<file path="config.mk">
export PLATFORM = sky130hd
export DESIGN_NAME = guest_region_address_translator
export DESIGN_NICKNAME = d
export VERILOG_FILES = /design/src/rtl/grat_pkg.sv /design/src/rtl/grat_addsub.sv /design/src/rtl/guest_region_address_translator.sv
export SDC_FILE = /design/constraint.sdc
export NUM_CORES = 2
export LEC_CHECK = 0
export ABC_AREA = 1
export CORE_MARGIN = 5
export CORE_UTILIZATION = 51
export CTS_CLUSTER_SIZE = 25
export DETAILED_ROUTE_END_ITERATION = 8
export DONT_BUFFER_PORTS = 1
export GPL_TIMING_DRIVEN = 0
export PLACE_DENSITY = 0.66
export SLEW_MARGIN = 10
export SYNTH_ARGS = -nofsm -noshare
export SYNTH_HDL_FRONTEND = slang
export SYNTH_SLANG_ARGS = --single-unit
</file>
<file path="constraint.sdc">
create_clock -name clk -period 37.4 [get_ports clk]
set_input_delay 0 -clock clk [delete_from_list [all_inputs] [get_ports clk]]
set_output_delay 0 -clock clk [all_outputs]
set_load 0.03 [all_outputs]
</file>
<file path="src/rtl/grat_pkg.sv">
// ------------------------------------------------------------------------
// grat_pkg
// shared types and constants of the guest region address translator
// ------------------------------------------------------------------------
package grat_pkg;

  localparam int REGIONS_DEF   = 8;
  localparam int PAGE_BITS_DEF = 12;
  localparam int ADDR_W        = 64;
  localparam int LEN_W         = 32;
  localparam int INDEX_W       = 4;
  localparam int KIND_W        = 3;
  localparam int STATUS_W      = 3;

  typedef enum logic [KIND_W-1:0] {
    KIND_MAP       = 3'd0,
    KIND_UNMAP     = 3'd1,
    KIND_UNMAP_ALL = 3'd2,
    KIND_USER      = 3'd3,
    KIND_GUEST     = 3'd4
  } kind_t;

  typedef enum logic [STATUS_W-1:0] {
    ST_OK               = 3'd0,
    ST_BAD_INDEX        = 3'd1,
    ST_SIZE_UNALIGNED   = 3'd2,
    ST_OFFSET_UNALIGNED = 3'd3,
    ST_BUSY             = 3'd4,
    ST_NO_REGION        = 3'd5,
    ST_CROSSES          = 3'd6
  } status_t;

  typedef enum logic [2:0] {
    SEQ_IDLE,
    SEQ_SCAN,
    SEQ_REMAIN,
    SEQ_HOST,
    SEQ_DONE
  } state_t;

endpackage

</file>
<file path="src/rtl/grat_addsub.sv">
// ------------------------------------------------------------------------
// grat_addsub
// shared 64-bit add / subtract unit with carry out (carry set = no borrow)
// ------------------------------------------------------------------------
module grat_addsub (
  input  logic [grat_pkg::ADDR_W-1:0] a,
  input  logic [grat_pkg::ADDR_W-1:0] b,
  input  logic                        sub,
  output logic [grat_pkg::ADDR_W-1:0] sum,
  output logic                        carry
);

  logic [grat_pkg::ADDR_W-1:0] b_op;

  assign b_op = sub ? ~b : b;
  assign {carry, sum} = {1'b0, a} + {1'b0, b_op} + {{grat_pkg::ADDR_W{1'b0}}, sub};

endmodule

</file>
<file path="src/rtl/guest_region_address_translator.sv">
// map, unmap, unmap-all, undefined kinds and zero-length guest lookups go straight to the
// result beat; a user hit steps scan, host and a guest hit scan, remain, host (also past the end)
// a miss scans all REGIONS slots, one per cycle through one shared adder
// one item at a time: the next request beat can be taken in the cycle the response goes valid,
// later while an earlier response beat is still stalled
// rst (synchronous) clears all slot valid bits, the sequencer and the result beat
// ------------------------------------------------------------------------
// guest_region_address_translator
// region table with map / unmap / unmap-all and user or guest address lookup
// ------------------------------------------------------------------------
module guest_region_address_translator #(
  parameter int REGIONS   = grat_pkg::REGIONS_DEF,
  parameter int PAGE_BITS = grat_pkg::PAGE_BITS_DEF
) (
  input  logic                          clk,
  input  logic                          rst,
  // request channel
  input  logic                          req_valid,
  output logic                          req_stall,
  input  logic [grat_pkg::KIND_W-1:0]   kind,
  input  logic [grat_pkg::INDEX_W-1:0]  region_index,
  input  logic [grat_pkg::ADDR_W-1:0]   guest_base,
  input  logic [grat_pkg::ADDR_W-1:0]   user_base,
  input  logic [grat_pkg::ADDR_W-1:0]   host_base,
  input  logic [grat_pkg::ADDR_W-1:0]   region_bytes,
  input  logic [grat_pkg::ADDR_W-1:0]   map_offset,
  input  logic [grat_pkg::ADDR_W-1:0]   lookup_addr,
  input  logic [grat_pkg::LEN_W-1:0]    lookup_len,
  // response channel
  output logic                          rsp_valid,
  input  logic                          rsp_stall,
  output logic [grat_pkg::STATUS_W-1:0] status,
  output logic [grat_pkg::ADDR_W-1:0]   host_addr
);

  localparam int IDX_W    = (REGIONS > 1) ? $clog2(REGIONS) : 1;
  localparam int IDXCHK_W = grat_pkg::INDEX_W + 1;
  localparam int PAGES_W  = grat_pkg::ADDR_W - PAGE_BITS;

  // region table: valid bits reset, payload only meaningful while valid
  logic                        slot_valid      [REGIONS];
  logic [grat_pkg::ADDR_W-1:0] slot_guest_base [REGIONS];
  logic [grat_pkg::ADDR_W-1:0] slot_user_base  [REGIONS];
  logic [grat_pkg::ADDR_W-1:0] slot_host_base  [REGIONS];
  logic [PAGES_W-1:0]          slot_pages      [REGIONS];

  // sequencer
  grat_pkg::state_t state, state_next;

  // item context held over the scan
  logic                        is_guest;
  logic [grat_pkg::ADDR_W-1:0] addr_q;
  logic [grat_pkg::LEN_W-1:0]  len_m1;
  logic [IDX_W-1:0]            scan_idx;
  logic [grat_pkg::ADDR_W-1:0] off;
  logic [grat_pkg::ADDR_W-1:0] rem;
  grat_pkg::status_t           res_status;
  logic [grat_pkg::ADDR_W-1:0] res_host;

  // response beat register
  logic [grat_pkg::STATUS_W-1:0] status_q;
  logic [grat_pkg::ADDR_W-1:0]   host_q;

  // shared adder
  logic [grat_pkg::ADDR_W-1:0] alu_a, alu_b, alu_sum;
  logic                        alu_sub, alu_carry;

  logic                        accept;
  logic                        out_free;
  logic                        idx_ok;
  logic [IDX_W-1:0]            map_idx;
  logic                        size_bad, offs_bad;
  grat_pkg::status_t           map_status;
  logic                        map_wr;
  logic [grat_pkg::ADDR_W-1:0] scan_base;
  logic [grat_pkg::ADDR_W-1:0] sel_bytes;
  logic                        scan_hit;
  logic                        scan_last;
  logic                        crosses;

  assign req_stall = (state != grat_pkg::SEQ_IDLE);
  assign accept    = req_valid && !req_stall;
  assign out_free  = !rsp_valid || !rsp_stall;

  // map / unmap checks straight off the request beat
  assign idx_ok   = ({1'b0, region_index} < IDXCHK_W'(REGIONS));
  assign map_idx  = region_index[IDX_W-1:0];
  assign size_bad = (region_bytes[PAGE_BITS-1:0] != '0);
  assign offs_bad = (map_offset[PAGE_BITS-1:0] != '0);

  always_comb begin
    if (!idx_ok) begin
      map_status = grat_pkg::ST_BAD_INDEX;
    end else if (size_bad) begin
      map_status = grat_pkg::ST_SIZE_UNALIGNED;
    end else if (offs_bad) begin
      map_status = grat_pkg::ST_OFFSET_UNALIGNED;
    end else if (slot_valid[map_idx]) begin
      map_status = grat_pkg::ST_BUSY;
    end else begin
      map_status = grat_pkg::ST_OK;
    end
  end

  assign map_wr = accept && (kind == grat_pkg::KIND_MAP) && (map_status == grat_pkg::ST_OK);

  // slot under the scan pointer
  assign scan_base = is_guest ? slot_guest_base[scan_idx] : slot_user_base[scan_idx];
  assign sel_bytes = {slot_pages[scan_idx], {PAGE_BITS{1'b0}}};
  assign scan_last = (scan_idx == IDX_W'(REGIONS - 1));

  // start inside the slot: no borrow on addr - base, and offset below the size
  assign scan_hit = slot_valid[scan_idx] && alu_carry && (alu_sum < sel_bytes);

  // guest range runs past the end when len - 1 >= bytes - off
  assign crosses = ({{(grat_pkg::ADDR_W - grat_pkg::LEN_W){1'b0}}, len_m1} >= rem);

  // operand steering for the one adder
  always_comb begin
    case (state)
      grat_pkg::SEQ_SCAN: begin
        alu_a   = addr_q;
        alu_b   = scan_base;
        alu_sub = 1'b1;
      end
      grat_pkg::SEQ_REMAIN: begin
        alu_a   = sel_bytes;
        alu_b   = off;
        alu_sub = 1'b1;
      end
      grat_pkg::SEQ_HOST: begin
        alu_a   = slot_host_base[scan_idx];
        alu_b   = off;
        alu_sub = 1'b0;
      end
      default: begin
        alu_a   = addr_q;
        alu_b   = off;
        alu_sub = 1'b0;
      end
    endcase
  end

  grat_addsub u_addsub (
    .a     (alu_a),
    .b     (alu_b),
    .sub   (alu_sub),
    .sum   (alu_sum),
    .carry (alu_carry)
  );

  // next state
  always_comb begin
    state_next = state;
    case (state)
      grat_pkg::SEQ_IDLE: begin
        if (req_valid) begin
          case (kind)
            grat_pkg::KIND_USER:  state_next = grat_pkg::SEQ_SCAN;
            grat_pkg::KIND_GUEST: begin
              // zero-length range misses without a scan
              state_next = (lookup_len == '0) ? grat_pkg::SEQ_DONE : grat_pkg::SEQ_SCAN;
            end
            default:              state_next = grat_pkg::SEQ_DONE;
          endcase
        end
      end
      grat_pkg::SEQ_SCAN: begin
        if (scan_hit) begin
          state_next = is_guest ? grat_pkg::SEQ_REMAIN : grat_pkg::SEQ_HOST;
        end else if (scan_last) begin
          state_next = grat_pkg::SEQ_DONE;
        end
      end
      grat_pkg::SEQ_REMAIN: state_next = grat_pkg::SEQ_HOST;
      grat_pkg::SEQ_HOST:   state_next = grat_pkg::SEQ_DONE;
      grat_pkg::SEQ_DONE: begin
        if (out_free) begin
          state_next = grat_pkg::SEQ_IDLE;
        end
      end
      default: state_next = grat_pkg::SEQ_IDLE;
    endcase
  end

  always_ff @(posedge clk) begin
    if (rst) begin
      state <= grat_pkg::SEQ_IDLE;
    end else begin
      state <= state_next;
    end
  end

  // valid bits: map sets, unmap clears one, unmap-all clears every slot
  always_ff @(posedge clk) begin
    if (rst) begin
      for (int i = 0; i < REGIONS; i++) begin
        slot_valid[i] <= 1'b0;
      end
    end else if (accept) begin
      if (map_wr) begin
        slot_valid[map_idx] <= 1'b1;
      end else if ((kind == grat_pkg::KIND_UNMAP) && idx_ok) begin
        slot_valid[map_idx] <= 1'b0;
      end else if (kind == grat_pkg::KIND_UNMAP_ALL) begin
        for (int i = 0; i < REGIONS; i++) begin
          slot_valid[i] <= 1'b0;
        end
      end
    end
  end

  // slot payload, written on a successful map
  always_ff @(posedge clk) begin
    if (map_wr) begin
      slot_guest_base[map_idx] <= guest_base;
      slot_user_base[map_idx]  <= user_base;
      slot_host_base[map_idx]  <= host_base;
      slot_pages[map_idx]      <= region_bytes[grat_pkg::ADDR_W-1:PAGE_BITS];
    end
  end

  // item context and result build-up
  always_ff @(posedge clk) begin
    case (state)
      grat_pkg::SEQ_IDLE: begin
        if (accept) begin
          is_guest <= (kind == grat_pkg::KIND_GUEST);
          addr_q   <= lookup_addr;
          len_m1   <= lookup_len - 1'b1;
          scan_idx <= '0;
          res_host <= '0;
          case (kind)
            grat_pkg::KIND_MAP:       res_status <= map_status;
            grat_pkg::KIND_UNMAP: begin
              res_status <= idx_ok ? grat_pkg::ST_OK : grat_pkg::ST_BAD_INDEX;
            end
            grat_pkg::KIND_UNMAP_ALL: res_status <= grat_pkg::ST_OK;
            // lookups and undefined kinds start as a miss
            default:                  res_status <= grat_pkg::ST_NO_REGION;
          endcase
        end
      end
      grat_pkg::SEQ_SCAN: begin
        if (scan_hit) begin
          off <= alu_sum;
        end else if (!scan_last) begin
          scan_idx <= IDX_W'(scan_idx + 1'b1);
        end
      end
      grat_pkg::SEQ_REMAIN: begin
        rem <= alu_sum;
      end
      grat_pkg::SEQ_HOST: begin
        if (is_guest && crosses) begin
          res_status <= grat_pkg::ST_CROSSES;
        end else begin
          res_status <= grat_pkg::ST_OK;
          res_host   <= alu_sum;
        end
      end
      default: begin
      end
    endcase
  end

  // response beat: loads when the register is empty or being drained
  always_ff @(posedge clk) begin
    if (rst) begin
      rsp_valid <= 1'b0;
    end else if ((state == grat_pkg::SEQ_DONE) && out_free) begin
      rsp_valid <= 1'b1;
    end else if (!rsp_stall) begin
      rsp_valid <= 1'b0;
    end
  end

  always_ff @(posedge clk) begin
    if ((state == grat_pkg::SEQ_DONE) && out_free) begin
      status_q <= res_status;
      host_q   <= res_host;
    end
  end

  assign status    = status_q;
  assign host_addr = host_q;

endmodule

</file>
==> reports/metrics.cfg <==
[run_status]
outcome=complete, no violations

[global_routing]
grt_util_met1=0.464
antenna_found_initial=59
grt_util_met3=0.0917
grt.busiest_layer=met2
grt_pass1_vias=67600
grt-ovfl-total=0
grtUsageTotal=0.353
grt_pass1_wl_um=495000
grt_max_degree=65
met2_usage=0.525

[clock_tree]
tritoncts.num_buffers=227
ctsResizeCount=0
worstSkewPairLatency_ns=0.91
clockBufferDepth=3
cts_root_buf=clkbuf_16
cts_tree=done
clk_pin_slew_ns=0.07
clkSinkCount=2329
htreeDepth=4

[floorplan]
io_pins=496
rows=159
core_area_um2=187000
chipHeight_um=444
dieArea_um2=197000
die_width_um=444
initial_core_util=0.512

[power]
leakagePower_nw=38.9
pwr_density_cell_nw_per_um2=66.6
peakVddDrop_mv=0.0583

[sta]
final-hold-violation-count=0
worst_pin_slew_ns=1.42
setup_tns_ns=0
holdWs_ns=0.0361
slew_headroom=0.0522
post-route-period-util=0.290
max_freq_ghz=0.0922
grt_setup_unrepaired=false
fin_worst_skew_ns=0.0382
drv_slew=0
min_period_ns=10.84
finalSetupViolations=0

[route]
routedWlPerCell_um=31.7
first_iter_violations=12000
drtPass1Iterations=6
via_per_inst=6.33
vias=71300
routed_wirelength_um=357000
drcViolationCount=0
ant_nets=0

[synthesis]
avgSynthCellArea_um2=12.8
synth_cell_type_count=57
synth-seq-area-share=0.729
netlist_instances=7496
ys_ff_latch=2329
yosysWarnings=0
synth_edf_count=2322
syn-cell-area_um2=95900
syn_nets=8073
synthFlopType=edfxtp_1
async_reset_ff_frac=0

[setup_path]
critical_path_buf_inv_count=9
crit_required_ns=37.92
crit_path_start_kind=register
crit_top_cell=nand2_1
path_max_fanout=64
critical_path_arrival_ns=11.36
slowest_delay_ns=0.91
cp_top_family=buffers and inverters
slowest_stage=buf_1
critical_path_class=register to register
critPathCaptureType=register

[finish]
multi_input_area_um2=23300
nNetsFinal=9112
syn_to_final_growth_pct=21.2
drive_gt1_frac=0.0602
regArea_um2=69900
fillers=14000

[placed_design]
hpwl_um=255000
port_buffers=0
place_congestion=1.01

[job]
maxCapViolCount=0

[hold_path]
holdCritPathClass=primary input to register

==> cells by family after synthesis <==
family          Yosys count  synth area share
xor+xnor                 76           0.00702
fa+ha+maj               150            0.0197
simple gates           1992            0.0826
compound gates         2223             0.133
buf+inv                 726            0.0290
flops                  2329             0.729
==> cells in the final DEF (no fill, tap or decap), types with 36 or more instances in the layout <==
master,n
diode_2,36
clkinv_1,58
buf_12,79
nor3_1,47
o21ai_0,1282
nand2_1,398
clkinv_2,41
a21oi_1,211
inv_1,270
nor2_1,1387
ha_1,149
clkbuf_1,423
o221ai_1,187
o22ai_1,385
nand3_1,73
dlygate4sd3_1,698
xor2_1,45
clkbuf_16,229
edfxtp_1,2322
o21bai_1,56
==> power by group <==
part | internal (W) | switching, W | leakage, nW
combinational | 0.000556 | 0.00182 | 14.2
sequential | 0.00297 | 0.0000567 | 21.1
clock | 0.00132 | 0.00101 | 3.65
==> stage by stage <==
stage          worst slack, ns  instances   util  area, um^2  power [W]
2_1_floorplan            20.48       7496      -       95900    0.00418
3_3_place_gp              6.60       9991  0.528       99000    0.00520
3_5_place_dp             26.99      10100  0.542      102000    0.00524
4_1_cts                  26.95      11200  0.619      116000    0.00761
5_1_grt                  26.50      11200  0.619      116000    0.00792
6_report                 26.56      11300  0.620      116000    0.00774
==> metal layers <==
metal | up-vias | wire length [um]
met5 | - | 192
met3 | 1038 | 45900
met1 | 34600 | 127000
met2 | 5656 | 156000
li1 | 30100 | -
met4 | 28 | 28100
==> registers in the layout, summed over array words and instances (netlist names), 3 cells and up, named ones only <==
name             count
slot_pages         416
status               3
slot_user_base     512
res_status           3
host_addr           64
slot_valid           8
res_host            64
slot_guest_base    512
addr_q              64
state                3
scan_idx             3
rem                 64
len_m1              32
off                 64
slot_host_base     512
==> cells in the mapped netlist, drive strengths merged (7+ instances only) <==
| library cell | count | area, um^2 |
|---|---|---|
| o221ai | 187 | 1640 |
| o211ai | 25 | 188 |
| nand4 | 20 | 125 |
| xnor2 | 30 | 263 |
| nand2 | 402 | 1520 |
| nor4 | 14 | 87.6 |
| xor2 | 46 | 410 |
| a21oi | 211 | 1060 |
| a21o | 9 | 67.6 |
| edfxtp | 2322 | 69700 |
| nand3 | 75 | 385 |
| dfxtp | 7 | 140 |
| a31oi | 9 | 62.6 |
| o21a | 16 | 120 |
| a211oi | 9 | 67.6 |
| o21ai | 1284 | 6430 |
| nor3 | 53 | 320 |
| buf | 60 | 279 |
| o22ai | 385 | 2410 |
| nor2 | 1402 | 5290 |
| ha | 149 | 1860 |
| inv | 277 | 1040 |
| or4 | 7 | 52.6 |
| o21bai | 56 | 420 |
| o32ai | 10 | 87.6 |
| clkbuf | 387 | 1450 |
==> cell type report <==
type | count | area share
Clock inverter | 153 | 0.0139
Timing Repair Buffer | 810 | 0.0813
Clock buffer | 274 | 0.0508
Antenna cell | 36 | 0.000776
Multi-Input combinational cell | 4441 | 0.201
Inverter | 279 | 0.00904
Tap cell | 2495 | 0.0269
Buffer | 447 | 0.0150
Sequential cell | 2329 | 0.602
==> timing repair <==
item / 4_1_cts / 5_1_grt
setup buffers: 0 / 0
endpoints found under the hold margin: 2821 / 0
hold buffers: 698 / 0
==> path summary, 6_finish.rpt <==
path | startpoint | end | slack, ns | depth (start not counted)
worst min-delay path | guest_base[16] | slot_guest_base[2][16]$_DFFE_PP_ | 0.04 | 1
worst max-delay path | register | off[57]$_DFFE_PP_ | 26.56 | 36
worst max register to register | register | off[57]$_DFFE_PP_ | 26.56 | 36
worst min register to register | res_host[54]$_SDFFCE_PN0P_ | host_addr[54]$_DFFE_PP_ | 0.41 | 0
Note: power is estimated with default switching activity, not from simulation.
